--- src/rtl/lz77bw_pkg.sv ---
package lz77bw_pkg;

   localparam int HistoryDepthDef = 512;
   localparam int OutLanesDef = 8;
   localparam int DistW = 10;

   localparam logic [7:0] VersionByte = 8'h03;
   localparam logic [8:0] MinMatch = 9'd3;

   typedef enum logic [2:0] {
      PH_VERSION,
      PH_SIZE,
      PH_FLAG,
      PH_LITERAL,
      PH_MLEN,
      PH_MOFF,
      PH_COPY,
      PH_DONE
   } phase_type;

   typedef enum logic [1:0] {
      ST_OK,
      ST_BAD_VERSION,
      ST_BAD_REF,
      ST_OVERRUN
   } status_type;

   // load starts a finished item, append adds one byte to the item being packed
   typedef struct packed {
      logic       load;
      logic       append;
      logic       has_byte;
      logic       final_item;
      logic       done;
      status_type status;
      logic [7:0] data;
   } pack_cmd_type;

endpackage

--- src/rtl/lz77bw_rsp_if.sv ---
interface lz77bw_rsp_if;
   logic        valid;
   logic        ready;
   logic [63:0] out_bytes;
   logic [3:0]  byte_count;
   logic [1:0]  status;
   logic        stream_done;
   logic        run_last;

   modport source (output valid, output out_bytes, output byte_count, output status,
                   output stream_done, output run_last, input ready);
   modport sink (input valid, input out_bytes, input byte_count, input status,
                 input stream_done, input run_last, output ready);
endinterface

--- src/rtl/lz77bw_pack.sv ---
module lz77bw_pack #(
   parameter int OUT_LANES = lz77bw_pkg::OutLanesDef
) (
   input  logic                     clock,
   input  logic                     reset,
   input  lz77bw_pkg::pack_cmd_type cmd,
   output logic                     pk_ready,
   lz77bw_rsp_if.source             rsp
);

   logic                   pk_full_ff, pk_full_in;
   logic [3:0]             pk_cnt_ff, pk_cnt_in;
   logic [63:0]            pk_data_ff, pk_data_in;
   lz77bw_pkg::status_type pk_status_ff, pk_status_in;
   logic                   pk_done_ff, pk_done_in;
   logic                   pk_last_ff, pk_last_in;

   logic                   o_valid_ff, o_valid_in;
   logic [63:0]            o_data_ff;
   logic [3:0]             o_cnt_ff;
   lz77bw_pkg::status_type o_status_ff;
   logic                   o_done_ff;
   logic                   o_last_ff;

   logic        flush;
   logic [3:0]  base_cnt;
   logic [63:0] base_data;

   always_comb begin
      flush = pk_full_ff && (!o_valid_ff || rsp.ready);
      pk_ready = !pk_full_ff || flush;
      base_cnt = flush ? 4'd0 : pk_cnt_ff;
      base_data = (base_cnt == 4'd0) ? 64'd0 : pk_data_ff;

      pk_full_in = flush ? 1'b0 : pk_full_ff;
      pk_cnt_in = base_cnt;
      pk_data_in = pk_data_ff;
      pk_status_in = pk_status_ff;
      pk_done_in = pk_done_ff;
      pk_last_in = pk_last_ff;

      if (cmd.load) begin
         pk_data_in = {56'd0, cmd.has_byte ? cmd.data : 8'd0};
         pk_cnt_in = {3'd0, cmd.has_byte};
         pk_full_in = 1'b1;
         pk_status_in = cmd.status;
         pk_done_in = cmd.done;
         pk_last_in = 1'b1;
      end else if (cmd.append) begin
         pk_data_in = base_data;
         for (int lane = 0; lane < OUT_LANES; lane++) begin
            if (base_cnt == 4'(lane)) begin
               pk_data_in[8*lane +: 8] = cmd.data;
            end
         end
         pk_cnt_in = base_cnt + 4'd1;
         pk_full_in = cmd.final_item || (pk_cnt_in == 4'(OUT_LANES));
         pk_last_in = cmd.final_item;
         pk_status_in = cmd.final_item ? cmd.status : lz77bw_pkg::ST_OK;
         pk_done_in = cmd.final_item && cmd.done;
      end

      if (flush) begin
         o_valid_in = 1'b1;
      end else if (rsp.ready) begin
         o_valid_in = 1'b0;
      end else begin
         o_valid_in = o_valid_ff;
      end
   end

   always_ff @(posedge clock) begin
      if (reset) begin
         pk_full_ff <= 1'b0;
         pk_cnt_ff <= 4'd0;
         o_valid_ff <= 1'b0;
      end else begin
         pk_full_ff <= pk_full_in;
         pk_cnt_ff <= pk_cnt_in;
         o_valid_ff <= o_valid_in;
      end
   end

   always_ff @(posedge clock) begin
      pk_data_ff <= pk_data_in;
      pk_status_ff <= pk_status_in;
      pk_done_ff <= pk_done_in;
      pk_last_ff <= pk_last_in;
      if (flush) begin
         o_data_ff <= pk_data_ff;
         o_cnt_ff <= pk_cnt_ff;
         o_status_ff <= pk_status_ff;
         o_done_ff <= pk_done_ff;
         o_last_ff <= pk_last_ff;
      end
   end

   assign rsp.valid = o_valid_ff;
   assign rsp.out_bytes = o_data_ff;
   assign rsp.byte_count = o_cnt_ff;
   assign rsp.status = o_status_ff;
   assign rsp.stream_done = o_done_ff;
   assign rsp.run_last = o_last_ff;

endmodule

--- src/flat_wrapper.sv ---
// flat-port wrapper written by rule: the top's interface ports become plain ports
module lz77bw_pack_flat 
#(
   parameter int OUT_LANES = lz77bw_pkg::OutLanesDef
)
  (clock, reset, cmd, pk_ready, rsp_valid, rsp_out_bytes, rsp_byte_count, rsp_status, rsp_stream_done, rsp_run_last, rsp_ready);
  lz77bw_rsp_if rsp_i ();
  input  logic clock;
  input  logic reset;
  input  lz77bw_pkg::pack_cmd_type cmd;
  output logic pk_ready;
  output wire logic [$bits(rsp_i.valid)-1:0] rsp_valid;
  output wire logic [$bits(rsp_i.out_bytes)-1:0] rsp_out_bytes;
  output wire logic [$bits(rsp_i.byte_count)-1:0] rsp_byte_count;
  output wire logic [$bits(rsp_i.status)-1:0] rsp_status;
  output wire logic [$bits(rsp_i.stream_done)-1:0] rsp_stream_done;
  output wire logic [$bits(rsp_i.run_last)-1:0] rsp_run_last;
  input wire logic [$bits(rsp_i.ready)-1:0] rsp_ready;
  assign rsp_valid = rsp_i.valid;
  assign rsp_out_bytes = rsp_i.out_bytes;
  assign rsp_byte_count = rsp_i.byte_count;
  assign rsp_status = rsp_i.status;
  assign rsp_stream_done = rsp_i.stream_done;
  assign rsp_run_last = rsp_i.run_last;
  assign rsp_i.ready = rsp_ready;
  lz77bw_pack #(.OUT_LANES(OUT_LANES)) u_core (.clock(clock), .reset(reset), .cmd(cmd), .pk_ready(pk_ready), .rsp(rsp_i));
endmodule
--- config.mk ---
export PLATFORM = sky130hd
export DESIGN_NAME = lz77bw_pack_flat
export DESIGN_NICKNAME = d
export VERILOG_FILES = /design/src/rtl/lz77bw_pkg.sv /design/src/rtl/lz77bw_rsp_if.sv /design/src/rtl/lz77bw_pack.sv /design/src/flat_wrapper.sv
export SDC_FILE = /design/constraint.sdc
export NUM_CORES = 1
export LEC_CHECK = 0
export ABC_AREA = 0
export BUFFER_PORTS_ARGS = -buffer_cell sky130_fd_sc_hd__buf_2
export CAP_MARGIN = 10
export CELL_PAD_IN_SITES_DETAIL_PLACEMENT = 1
export CELL_PAD_IN_SITES_GLOBAL_PLACEMENT = 1
export CORE_ASPECT_RATIO = 0.75
export CORE_MARGIN = 2
export CORE_UTILIZATION = 33
export DETAILED_ROUTE_END_ITERATION = 6
export PLACE_DENSITY = 0.58
export SETUP_SLACK_MARGIN = 0.02
export SYNTH_ARGS = -nofsm -noshare
export SYNTH_HDL_FRONTEND = slang
export SYNTH_SLANG_ARGS = --single-unit
--- constraint.sdc ---
create_clock -name clock -period 4.24 [get_ports clock]
set_input_delay 0.848 -clock clock [delete_from_list [all_inputs] [get_ports clock]]
set_output_delay 0.848 -clock clock [all_outputs]
set_load 0.02 [all_outputs]
* Yosys cells after proc, flatten, opt, wreduce, memory -nomap -nowiden
Index checks and enable logic that the tools add are counted.
Storage, ports and cells: bits of input ports 18, register bits 146
Cells by class: add/subtract/negate cells 1, eq/ne operators 8, reductions and logical operators 28, muxes and demuxes 25
Operators with widths (number):
- 8-bit 2-to-1 mux | 11
- 64-bit 2-to-1 mux | 1
- 2-bit nonzero test | 10
- 4-bit by 3-bit == test with 1-bit output, second input constant | 4
- 2-bit AND reduction | 8
- 4-bit by 2-bit == test with 1-bit output, second input constant | 2
- 1-bit 2-to-1 mux | 8
- 4-bit 2-to-1 mux | 2
- 2-bit 2-to-1 mux | 3
- 4-bit by 1-bit adder with 4-bit output, second input constant | 1
- 4-bit by 1-bit == test with 1-bit output, second input constant | 1
- 4-bit == test, second input constant | 1
- 4-bit zero test | 1
- 1-bit logical OR | 3
- 3-bit nonzero test | 1
- 1-bit logical AND | 2
- 1-bit zero test | 2
- 2-bit OR reduction | 1

* Longest topological paths before layout
Gate-level depths: netlist of run 1.
depth in word-level cells 9, gate-level depth with buffers 9

* Worst setup path before layout of run 1
Ideal clock, no wire load.
path type in2reg, start point input rsp_ready, end point register u_core.pk_data_ff[10], data arrival time 2360 ps, stages on the path 7, path buffers 1, slack 1817 ps, required time 4177 ps, library setup time 63 ps, path through nor2b_1 o21ai_0 ha_1 clkbuf_1 o21bai_1 a31oi_1 a32o_1
Between the ends: cells in the longest elaborated chain, start to end 6, elaborated cells between the ends (all ways) 8
RTL lines:
- from (decl) | RTL line flat_wrapper.sv:18 | input wire logic [$bits(rsp_i.ready)-1:0] rsp_ready;
- 1-bit logical OR (*) | RTL line lz77bw_pack.sv:30 | flush = pk_full_ff && (!o_valid_ff || rsp.ready);
- 1-bit logical AND (*) | RTL line lz77bw_pack.sv:30
- 4-bit 2-to-1 mux (*) | RTL line lz77bw_pack.sv:32 | base_cnt = flush ? 4'd0 : pk_cnt_ff;
- 4-bit by 1-bit == test with 1-bit output or 4-bit zero test (tied branches) | RTL line lz77bw_pack.sv:52, lz77bw_pack.sv:33
- 2-bit nonzero test (no source line)
- 2-bit AND reduction (no source line)
- to (signal assigned) | RTL line lz77bw_pack.sv:85 | pk_data_ff <= pk_data_in;
- to (decl) | RTL line lz77bw_pack.sv:13 | logic [63:0] pk_data_ff, pk_data_in;
Every way passes the cells marked *; elsewhere a longest branch is shown, timed or not. A chain may end at the register's enable or synchronous reset.

* Final worst setup path of run 1
start point input rsp_ready, end point register u_core.pk_data_ff[41]
Between the ends: cells in the longest elaborated chain, start to end 6, elaborated cells between the ends (all ways) 8
RTL lines (RTL line):
- 1-bit logical OR (*) | lz77bw_pack.sv:30
- 1-bit logical AND (*) | lz77bw_pack.sv:30
- 4-bit 2-to-1 mux (*) | lz77bw_pack.sv:32
- 4-bit by 3-bit == test with 1-bit output or 4-bit zero test (tied branches) | lz77bw_pack.sv:52, lz77bw_pack.sv:33
- 2-bit nonzero test (no source line)
- 2-bit AND reduction (no source line)
Marks and branches as above.

==> summary.md, run 1 <==
| Metric | Value |
|---|---|
| Result of the run | `finished clean` |
| Number of antenna violations at the first check in global routing | `0` |
| Slew of the pin with the lowest slew margin | `0.9013 ns` |
| Die extent in x | `146.1 microns` |
| Maximum number of pins on one net before global-route repair | `68` |
| Number of routed nets with antenna violations | `0` |
| Type of the worst min-delay path | `flip-flop to flip-flop` |
| Portion of total power attributed to sequential cells | `48.9%` |
| Final count of hold timing violations | `0` |
| Number of max-cap violations | `0` |
| Accumulated negative setup slack | `0 ns` |
| DRT Wirelength | `11630 microns` |
| Vias after detailed routing | `2943` |
| Async set-reset flop share out of synthesis | `0%` |
| Number of synthesized flops with an enable pin | `83` |
| Max-slew violation total from the final report | `0` |
| Clock Sink Count | `146` |
| Mean cell area of the mapped netlist | `16.66 sq um` |
| Crit share post-route | `63.12%` |
| Hold-critical path depth | `0` |
| DRC violation total after the first TritonRoute iteration | `152` |
| DRT Pass-1 Iters | `4` |
| Setup repair after global routing missed its margin | `false` |
| Most frequent standard cell in the layout excluding fill and tap cells | `sky130_fd_sc_hd__buf_2` |
| Number of input and output port buffers inserted | `91` |
| Estimated wirelength of the detail-placed design | `7596 microns` |
| Crit-path max FO | `67` |
| Buffer type at the clock tree root | `sky130_fd_sc_hd__clkbuf_16` |
| Number of top-level pins | `92` |
| Area used by multi-input combinational logic | `0.001119 sq mm` |
| Minimum period implied by the final worst setup slack | `2.676 ns` |
| Final RePlAce weighted congestion | `0.7835` |
| WP data required | `4.54 ns` |
| Yosys warning count | `0` |
| Largest voltage drop on the vdd net | `0.0002642 V` |
| Final-stage net count | `415` |
| Sum of internal, switching and leakage power | `0.003225 W` |
| Setup-failing EPs final | `0` |
| Primary FF master, synth | `sky130_fd_sc_hd__edfxtp_1` |
| Portion of total power attributed to the clock network | `44.7%` |
| Vias per cell | `4.840` |
| Gate count after technology mapping | `300` |
| CTS H-tree lvls | `4` |
| Count of hold buffers inserted by post-cts repair | `0` |
| Worst-case clock skew | `0.008874 ns` |
| Aggregate global routing overflow | `0` |
| Vertical extent of the die | `110.6 microns` |
| Type of the worst setup path | `input port to flip-flop` |
| Overall fraction of global-route tracks in use | `14.74%` |
| Cell area power density | `521.0 mW/mm^2` |
| Area added between synthesis and finish | `23.86%` |
| PostCTS Resize Cnt | `0` |
| P_int | `0.002474 W` |
| Reg2reg path depth | `5` |
| Seq. cell area | `0.003754 sq mm` |
| Hold path startpoint | `u_core.pk_data_ff[6]` |
| Drt wl/cell | `19.13 microns` |
| Clk buf depth | `2` |
| Combinational share of power | `6.4%` |
| Category of the worst setup path launch point | `input port` |
| Highest attainable clock frequency | `373.7 MHz` |
| Part of the Yosys area used for sequential elements | `75.11%` |
| Switching share of power | `23.29%` |
| Ratio of cells with drive above 1 in the final layout | `34.15%` |
| Vias in the first global route | `3056` |
| Rel. slew slack | `39.91%` |
| Sw power | `0.0007510 W` |
| Number of unique standard cell types used by synthesis | `46` |
| Critical path startpoint | `rsp_ready` |
| Post-CTS clock slew at the launch and capture registers of the worst setup and hold paths | `0.06 ns` |
| Residual DRC count | `0` |
| Global-route wire length before repair | `17790 microns` |
| Buffers inserted during post-CTS setup optimization | `0` |
| Area of the die | `0.01615 sq mm` |
| Clk Latency, worst-skew pair | `0.42 ns` |
| Net count after synthesis | `321` |
| CTS tree | `yes` |
| Flip-flop and latch count after synthesis | `146` |
| Signal arrival time at the worst endpoint | `2.98 ns` |
| Most frequent cells in the layout | `sky130_fd_sc_hd__buf_2 (91), sky130_fd_sc_hd__edfxtp_1 (83), sky130_fd_sc_hd__dfxtp_1 (63)` |
| Site row count | `38` |
| Core region area | `0.01464 sq mm` |
| Number of clock buffers inserted by TritonCTS | `17` |
| Worst R2R Start | `u_core.pk_cnt_ff[1]` |
| Starting Density | `34.13%` |
| Element type at the critical path end | `flip-flop` |
| Fillcell total | `1500` |
| Static leakage power | `2.347 nW` |
| Mapped cell area | `0.004997 sq mm` |
-- layer usage --
layer  GRT usage [%]  share of wire (%)  up-vias
met5               0                  0        -
met4           4.854               0.96        0
met3           5.579                6.1       11
met2           22.45                 45       79
met1           19.40                 48     1470
li1                -                  -     1383
-- critical path, stage by stage --
cell,delay (ns)
sky130_fd_sc_hd__buf_2,0.09
sky130_fd_sc_hd__nand2b_1,0.13
sky130_fd_sc_hd__nand2_2,0.13
sky130_fd_sc_hd__clkinv_2,0.30
sky130_fd_sc_hd__buf_4,0.77
sky130_fd_sc_hd__nor2_1,0.33
sky130_fd_sc_hd__a32o_1,0.35
-- cells in the mapped netlist, types with 2 or more instances --
| cell | instances | area share (%) |
|---|---|---|
| sky130_fd_sc_hd__a21oi_1 | 4 | 0.40 |
| sky130_fd_sc_hd__a32o_1 | 32 | 6.4 |
| sky130_fd_sc_hd__o21ai_2 | 3 | 0.53 |
| sky130_fd_sc_hd__o21a_1 | 2 | 0.30 |
| sky130_fd_sc_hd__inv_1 | 5 | 0.38 |
| sky130_fd_sc_hd__nor3_2 | 2 | 0.40 |
| sky130_fd_sc_hd__nor4_1 | 2 | 0.25 |
| sky130_fd_sc_hd__o21ai_0 | 3 | 0.30 |
| sky130_fd_sc_hd__nor2b_1 | 5 | 0.63 |
| sky130_fd_sc_hd__xor2_1 | 2 | 0.35 |
| sky130_fd_sc_hd__a31oi_1 | 3 | 0.38 |
| sky130_fd_sc_hd__buf_6 | 3 | 0.68 |
| sky130_fd_sc_hd__ha_1 | 3 | 0.75 |
| sky130_fd_sc_hd__a22o_1 | 24 | 4.2 |
| sky130_fd_sc_hd__edfxtp_1 | 83 | 50 |
| sky130_fd_sc_hd__nor2_1 | 5 | 0.38 |
| sky130_fd_sc_hd__dfxtp_1 | 63 | 25 |
| sky130_fd_sc_hd__nand2b_1 | 2 | 0.25 |
| sky130_fd_sc_hd__buf_1 | 9 | 0.68 |
| sky130_fd_sc_hd__o31ai_4 | 3 | 1.3 |
| sky130_fd_sc_hd__clkbuf_1 | 3 | 0.23 |
| sky130_fd_sc_hd__buf_2 | 2 | 0.20 |
| sky130_fd_sc_hd__and2_1 | 8 | 1.0 |
| sky130_fd_sc_hd__nand2_1 | 7 | 0.53 |
-- power by group through the flow --
stage / clock network [W] / registers [W] / logic (W)
2_1_floorplan: 0 / 0.00164 / 0.0000929
3_3_place_gp: 0 / 0.00161 / 0.000205
3_5_place_dp: 0 / 0.00161 / 0.000210
4_1_cts: 0.00147 / 0.00158 / 0.000210
5_1_grt: 0.00153 / 0.00158 / 0.000224
6_report: 0.00144 / 0.00158 / 0.000207
-- path summary, 6_finish.rpt --
path	endpoint	slack [ns]
worst min register to register	u_core.rsp.out_bytes[6]	0.42
worst min-delay path	u_core.rsp.out_bytes[6]	0.42
worst max-delay path	u_core.pk_data_ff[41]	1.56
worst max register to register	u_core.pk_data_ff[9]	1.77
-- sequential cells by signal (all words and copies together), names as in the netlist --
| name | count |
|---|---|
| u_core.pk_data_ff | 64 |
| u_core.rsp.out_bytes | 64 |
| u_core.pk_cnt_ff | 4 |
| u_core.rsp.byte_count | 4 |
| u_core.pk_status_ff | 2 |
| u_core.rsp.status | 2 |
| u_core.pk_done_ff | 1 |
| u_core.pk_full_ff | 1 |
| u_core.pk_last_ff | 1 |
| u_core.rsp.run_last | 1 |
| u_core.rsp.stream_done | 1 |
| u_core.rsp.valid | 1 |
-- cell type report --
| cell class | instances | area share (%) |
|---|---|---|
| Clock inverter | 13 | 2.224 |
| Tap cell | 200 | 4.043 |
| Inverter | 6 | 0.3841 |
| Clock buffer | 19 | 6.994 |
| Timing Repair Buffer | 93 | 7.601 |
| Multi-Input combinational cell | 130 | 18.07 |
| Sequential cell | 146 | 60.64 |
| Antenna cell | 1 | 0.04043 |
-- cell families after synthesis --
logic type	share of synthesized area (%)
compound gates	15.20
xor+xnor	0.5259
fa+ha+maj	0.7512
buf+inv	2.504
flops	75.11
mux	0.4256
simple gates	5.483
-- metrics by stage --
stage               setup WS (ns)  std cells  cell area (sq um)  util [%]  hold slack, ns
finish                      1.564        608               6190     42.27          0.4237
global route                1.394        607               6187     42.25          0.4363
CTS                         1.536        607               6187     42.25          0.4258
detailed placement          1.100        575               5617     38.35          0.4114
global placement            1.227        575               5617     38.35          0.4079
floorplan                   1.817        300               4997         -          0.4003
Power figures use the tool's default switching activity.
==> run 2: changes to the inputs <==
--- a/config.mk
+++ b/config.mk
@@ -14,7 +14,7 @@
 export CORE_MARGIN = 2
 export CORE_UTILIZATION = 33
 export DETAILED_ROUTE_END_ITERATION = 6
-export PLACE_DENSITY = 0.58
+export PLACE_DENSITY = 0.6
 export SETUP_SLACK_MARGIN = 0.02
 export SYNTH_ARGS = -nofsm -noshare
 export SYNTH_HDL_FRONTEND = slang
==> constraint.sdc (replaced) <==
create_clock -name clock -period 2.4 [get_ports clock]
set_input_delay 0.48 -clock clock [delete_from_list [all_inputs] [get_ports clock]]
set_output_delay 0.48 -clock clock [all_outputs]
set_load 0.02 [all_outputs]
==> run 2 against run 1 <==
Net effect: via count grew 3.2%; core utilization rose by 0.72 points; hold slack got worse by 0.11 ns; sequential share of layout area is 1.0 points lower; sequential power increased by 76%; cell count is 1.6% higher; routed wire length is 0.73% higher; worst setup slack got worse by 1.3 ns; clock skew fell by 0.0017 ns; critical path depth grew 1; clock power up 79%; critical path type is now flip-flop to flip-flop; largest cell class unchanged; largest power group unchanged; highest routed layer unchanged.
==> summary.md, run 2 (synthesized netlist as in run 1, its figures left out) <==
| Metric | Value |
|---|---|
| Result of the run | `finished clean` |
| Seq. cell area | `0.003754 sq mm` |
| Number of clock buffers inserted by TritonCTS | `17` |
| Number of antenna violations at the first check in global routing | `0` |
| PostCTS Resize Cnt | `0` |
| Type of the worst min-delay path | `input port to flip-flop` |
| Post-CTS clock slew at the launch and capture registers of the worst setup and hold paths | `0.06 ns` |
| CTS H-tree lvls | `4` |
| Die extent in x | `146.1 microns` |
| Fillcell total | `1507` |
| Portion of total power attributed to sequential cells | `48.3%` |
| Count of hold buffers inserted by post-cts repair | `0` |
| Number of routed nets with antenna violations | `0` |
| Estimated wirelength of the detail-placed design | `7891 microns` |
| Final RePlAce weighted congestion | `0.7505` |
| Pre-CTS worst setup slack | `0.1673 ns` |
| Worst-case clock skew | `0.007220 ns` |
| Ant. Diodes | `0` |
| Area added between synthesis and finish | `25.96%` |
| Vias after detailed routing | `3037` |
| Rel. slew slack | `49.79%` |
| Most frequent standard cell in the layout excluding fill and tap cells | `sky130_fd_sc_hd__buf_2` |
| Type of the worst setup path | `flip-flop to flip-flop` |
| Highest attainable clock frequency | `475.7 MHz` |
| Hold-critical path depth | `3` |
| Sw power | `0.001402 W` |
| Accumulated negative setup slack | `0 ns` |
| Minimum period implied by the final worst setup slack | `2.102 ns` |
| Slowest CP cell | `sky130_fd_sc_hd__dfxtp_1` |
| Hold path startpoint | `cmd[11]` |
| DRT Wirelength | `11710 microns` |
| Residual DRC count | `0` |
| Static leakage power | `2.414 nW` |
| Global-route wire length before repair | `18250 microns` |
| Capture point of the worst reg-to-reg path | `u_core.pk_data_ff[55]` |
| WP data required | `2.76 ns` |
| Max-slew violation total from the final report | `0` |
| Clk buf depth | `2` |
| Clk Latency, worst-skew pair | `0.42 ns` |
| DRC violation total after the first TritonRoute iteration | `137` |
| Vias per cell | `4.914` |
| Buffers inserted during post-CTS setup optimization | `0` |
| DRT Pass-1 Iters | `4` |
| Clock Sink Count | `146` |
| Final-stage net count | `426` |
| Worst reg-to-reg setup slack | `0.30 ns` |
| Total instance count after detailed placement | `586` |
| Number of top-level pins | `92` |
| Switching share of power | `24.39%` |
| Crit share post-route | `87.58%` |
| Maximum number of pins on one net before global-route repair | `44` |
| Most frequent cells in the layout | `sky130_fd_sc_hd__buf_2 (91), sky130_fd_sc_hd__edfxtp_1 (83), sky130_fd_sc_hd__dfxtp_1 (63)` |
| Signal arrival time at the worst endpoint | `2.46 ns` |
| Crit-path max FO | `8` |
| Element type at the critical path end | `flip-flop` |
| Most frequent CP cell | `sky130_fd_sc_hd__inv_1` |
| P_int | `0.004348 W` |
| Slew of the pin with the lowest slew margin | `0.7497 ns` |
| Category of the worst setup path launch point | `flip-flop` |
| Critical path, cell by cell | `inv_1, o21ai_0, inv_1, ha_1, inv_1, o21ai_2, o31ai_4, a22o_1` |
| Area used by multi-input combinational logic | `0.001119 sq mm` |
| Aggregate global routing overflow | `0` |
| CTS tree | `yes` |
| Site row count | `38` |
| Largest incremental delay on the critical path | `0.43 ns` |
| Core region area | `0.01464 sq mm` |
| Ratio of cells with drive above 1 in the final layout | `36.60%` |
| Endpoint, Worst Hold | `u_core.pk_last_ff` |
| Vias in the first global route | `3203` |
| Combinational share of power | `6.9%` |
| Drt wl/cell | `18.95 microns` |
| Reg2reg path depth | `8` |
| Overall fraction of global-route tracks in use | `14.91%` |
| Smallest setup slack after layout | `0.2980 ns` |
| Starting Density | `34.13%` |
| Setup repair after global routing missed its margin | `false` |
| Final count of hold timing violations | `0` |
| Post-layout instance count excluding filler cells | `618` |
| Area of the die | `0.01615 sq mm` |
| Largest voltage drop on the vdd net | `0.0004958 V` |
| Number of max-cap violations | `0` |
| Buffer type at the clock tree root | `sky130_fd_sc_hd__clkbuf_16` |
| Portion of total power attributed to the clock network | `44.8%` |
| Worst R2R Start | `u_core.pk_full_ff` |
| Cell area power density | `913.4 mW/mm^2` |
| Vertical extent of the die | `110.6 microns` |
| Number of input and output port buffers inserted | `91` |
| Setup-failing EPs final | `0` |
[run 2: metrics by stage]
stage / power, W / hold WS, ns / util (%) / cell area [sq um]
after floorplan: 0.003069 / 0.4003 / - / 4997
after global placement: 0.003219 / 0.4067 / 39.00 / 5712
after detailed placement: 0.003232 / 0.4080 / 39.00 / 5712
after CTS: 0.005810 / 0.2979 / 42.99 / 6295
after global routing: 0.005946 / 0.3064 / 42.99 / 6295
final: 0.005750 / 0.3155 / 42.99 / 6295
[run 2: layout make-up]
type | instances | area share [%]
inverter | 6 | 0.3777
tap | 200 | 3.975
timing repair buffer | 104 | 8.984
clock inverter | 14 | 2.286
clock buffer | 18 | 6.977
multi-input combinational | 130 | 17.77
sequential | 146 | 59.63
[run 2: power groups by stage]
stage	Combinational [W]	Clock, W	Sequential, W
floorplan	0.000164	0	0.00290
global placement	0.000392	0	0.00283
detailed placement	0.000402	0	0.00283
CTS	0.000402	0.00263	0.00278
global route	0.000426	0.00273	0.00278
finish	0.000395	0.00258	0.00278
[run 2: routing by layer]
layer / track usage [%] / vias to the layer above / part of all wire (%)
li1: - / 1409 / -
met5: 0 / - / 0
met2: 22.45 / 80 / 45
met4: 4.790 / 0 / 0.88
met1: 19.75 / 1536 / 47
met3: 5.868 / 12 / 6.4
[run 2: worst max path at each step]
stage	endpoint	startpoint
finish	u_core.pk_data_ff[55]	u_core.pk_full_ff
global route	u_core.pk_data_ff[55]	u_core.pk_full_ff
CTS	u_core.pk_data_ff[52]	u_core.pk_full_ff
detailed placement	u_core.pk_data_ff[11]	rsp_ready
global placement	u_core.pk_data_ff[50]	rsp_ready
floorplan	u_core.pk_data_ff[10]	u_core.rsp.valid
[run 2: worst max-delay path, delay by kind of cell, from the launching register on]
family / cells / cell delay (ns)
buffers and inverters: 3 / 0.38
adders and majority gates: 1 / 0.23
AOI/OAI and AO/OA: 4 / 0.99
DFF: 1 / 0.43
==> run 3: changes to the inputs <==
--- a/config.mk
+++ b/config.mk
@@ -8,13 +8,11 @@
 export ABC_AREA = 0
 export BUFFER_PORTS_ARGS = -buffer_cell sky130_fd_sc_hd__buf_2
 export CAP_MARGIN = 10
-export CELL_PAD_IN_SITES_DETAIL_PLACEMENT = 1
-export CELL_PAD_IN_SITES_GLOBAL_PLACEMENT = 1
 export CORE_ASPECT_RATIO = 0.75
 export CORE_MARGIN = 2
 export CORE_UTILIZATION = 33
 export DETAILED_ROUTE_END_ITERATION = 6
-export PLACE_DENSITY = 0.6
+export PLACE_DENSITY = 0.52
 export SETUP_SLACK_MARGIN = 0.02
 export SYNTH_ARGS = -nofsm -noshare
 export SYNTH_HDL_FRONTEND = slang
==> run 3 against run 2 <==
Net effect: critical path depth unchanged; maximum frequency increased by 3.1%; global-route usage decreased by 1.1 points; largest power group unchanged.
==> summary.md, run 3 (synthesized netlist as in run 1, its figures left out) <==
| Metric | Value |
|---|---|
| Number of clock buffers inserted by TritonCTS | `17` |
| Vertical extent of the die | `110.6 microns` |
| Residual DRC count | `0` |
| Result of the run | `finished clean` |
| Starting Density | `34.13%` |
| DRT Wirelength | `10840 microns` |
| CTS tree | `yes` |
| Portion of total power attributed to sequential cells | `50.9%` |
| Vias per cell | `4.758` |
| Signal arrival time at the worst endpoint | `2.39 ns` |
| Aggregate global routing overflow | `0` |
| Most frequent standard cell in the layout excluding fill and tap cells | `sky130_fd_sc_hd__buf_2` |
| Element type at the critical path end | `flip-flop` |
| Vias in the first global route | `2961` |
| Number of routed nets with antenna violations | `0` |
| Die extent in x | `146.1 microns` |
| Post-CTS clock slew at the launch and capture registers of the worst setup and hold paths | `0.06 ns` |
| Static leakage power | `2.370 nW` |
| Setup-failing EPs final | `0` |
| Buffers inserted during post-CTS setup optimization | `0` |
| Estimated wirelength of the detail-placed design | `7177 microns` |
| Met1 track demand over resource | `18.96%` |
| Type of the worst min-delay path | `input port to flip-flop` |
| Combinational share of power | `6.9%` |
| Post-Route Utilization | `42.40%` |
| Category of the worst setup path launch point | `flip-flop` |
| CTS H-tree lvls | `4` |
| Area of the die | `0.01615 sq mm` |
| Largest voltage drop on the vdd net | `0.0005253 V` |
| Sum of internal, switching and leakage power | `0.005460 W` |
| Portion of total power attributed to the clock network | `42.1%` |
| Clock Sink Count | `146` |
| Site row count | `38` |
| Rel. slew slack | `48.17%` |
| Sw power | `0.001296 W` |
| Slew of the pin with the lowest slew margin | `0.7739 ns` |
| Final RePlAce weighted congestion | `0.7924` |
| Number of antenna violations at the first check in global routing | `0` |
| Switching share of power | `23.74%` |
| Reg2reg path depth | `8` |
| Cell area power density | `879.3 mW/mm^2` |
| Overall fraction of global-route tracks in use | `13.84%` |
| Grt met3 use | `4.752%` |
| Type of the worst setup path | `flip-flop to flip-flop` |
| DRC violation total after the first TritonRoute iteration | `176` |
| Max-slew violation total from the final report | `0` |
| Vias after detailed routing | `2926` |
| Accumulated negative setup slack | `0 ns` |
| Minimum period implied by the final worst setup slack | `2.040 ns` |
| Highest attainable clock frequency | `490.3 MHz` |
| DRT Pass-1 Iters | `4` |
| Worst-case clock skew | `0.007185 ns` |
| Endpoint of the most critical setup path | `u_core.pk_data_ff[11]` |
| Area added between synthesis and finish | `24.26%` |
| Crit share post-route | `84.98%` |
| Worst-case hold slack | `0.3047 ns` |
| Worst R2R Start | `u_core.rsp.valid` |
| WP data required | `2.75 ns` |
| Capture point of the worst reg-to-reg path | `u_core.pk_data_ff[11]` |
| Ant. Diodes | `0` |
| Count of hold buffers inserted by post-cts repair | `0` |
| Number of input and output port buffers inserted | `91` |
| Global-route wire length before repair | `17060 microns` |
| Routing usage on met2 | `20.13%` |
| Final count of hold timing violations | `0` |
| Drt wl/cell | `17.62 microns` |
| Buffer type at the clock tree root | `sky130_fd_sc_hd__clkbuf_16` |
| Core region area | `0.01464 sq mm` |
| Most Used Layer, Global Route | `met2` |
| Most frequent cells in the layout | `sky130_fd_sc_hd__buf_2 (91), sky130_fd_sc_hd__edfxtp_1 (83), sky130_fd_sc_hd__dfxtp_1 (63)` |
| Fillcell total | `1374` |
| Clk Latency, worst-skew pair | `0.41 ns` |
| Critical path startpoint | `u_core.rsp.valid` |
| Hold-critical path depth | `3` |
| Worst reg-to-reg setup slack | `0.36 ns` |
| P_int | `0.004164 W` |
| Maximum number of pins on one net before global-route repair | `45` |
| Number of top-level pins | `92` |
| Setup repair after global routing missed its margin | `false` |
| Final-stage net count | `423` |
| Number of max-cap violations | `0` |
| Crit-path max FO | `8` |
| PostCTS Resize Cnt | `0` |
| Clk buf depth | `2` |
| Ratio of cells with drive above 1 in the final layout | `35.66%` |
-- run 3: changes by cell type in the layout (fill, tap and decap cells not counted), sizes merged --
cell      before  now
buf          104  101
bufinv         1    0
clkinv         4   11
clkinvlp       2    3
inv           13    6
-- run 3: final cells by class --
| type | instances | area [sq um] | area share (%) |
|---|---|---|---|
| Clock buffer | 18 | 429.2 | 6.911 |
| Clock inverter | 14 | 91.34 | 1.471 |
| Inverter | 6 | 23.77 | 0.3828 |
| Multi-Input combinational cell | 130 | 1119 | 18.01 |
| Sequential cell | 146 | 3754 | 60.45 |
| Tap cell | 200 | 250.2 | 4.030 |
| Timing Repair Buffer | 101 | 543.0 | 8.745 |
-- run 3: power groups by stage --
stage,combinational [W],sequential [W],clock [W]
floorplan,0.000164,0.00290,0
global placement,0.000378,0.00283,0
detailed placement,0.000383,0.00283,0
CTS,0.000383,0.00278,0.00235
global route,0.000409,0.00279,0.00246
finish,0.000377,0.00278,0.00230
-- run 3: worst min-delay path by stage --
stage                                    to                 start  slack [ns]
detailed placement  u_core.rsp.out_bytes[1]  u_core.pk_data_ff[1]        0.40
global route              u_core.pk_last_ff               cmd[11]        0.31
floorplan           u_core.rsp.out_bytes[0]  u_core.pk_data_ff[0]        0.40
finish                    u_core.pk_last_ff               cmd[11]        0.30
global placement     u_core.rsp.stream_done     u_core.pk_done_ff        0.41
CTS                       u_core.pk_last_ff               cmd[11]        0.30
-- run 3: critical path, cell delays in order (launching register included) --
cell and delay (ns):
sky130_fd_sc_hd__dfxtp_1 0.32, sky130_fd_sc_hd__nand2b_1 0.12, sky130_fd_sc_hd__nand2_2 0.13, sky130_fd_sc_hd__nand2_1 0.12
sky130_fd_sc_hd__inv_1 0.08, sky130_fd_sc_hd__ha_1 0.21, sky130_fd_sc_hd__o21bai_1 0.16, sky130_fd_sc_hd__a31oi_1 0.62
sky130_fd_sc_hd__a32o_1 0.21
-- run 3: metrics by stage --
| stage | setup WS, ns | cells | cell area [sq um] |
|---|---|---|---|
| floorplan | 0.3256 | 300 | 4997 |
| global placement | 0.2259 | 583 | 5689 |
| detailed placement | 0.1076 | 583 | 5689 |
| CTS | 0.3840 | 615 | 6210 |
| global route | 0.1643 | 615 | 6210 |
| finish | 0.3604 | 615 | 6210 |
-- run 3: per-layer routing --
metal	part of all wire (%)	routed length (microns)	vias to the layer above
li1	-	-	1388
met1	48	5239	1429
met2	43	4698	96
met3	7.1	772	13
met4	1.2	127	0
met5	0	0	-
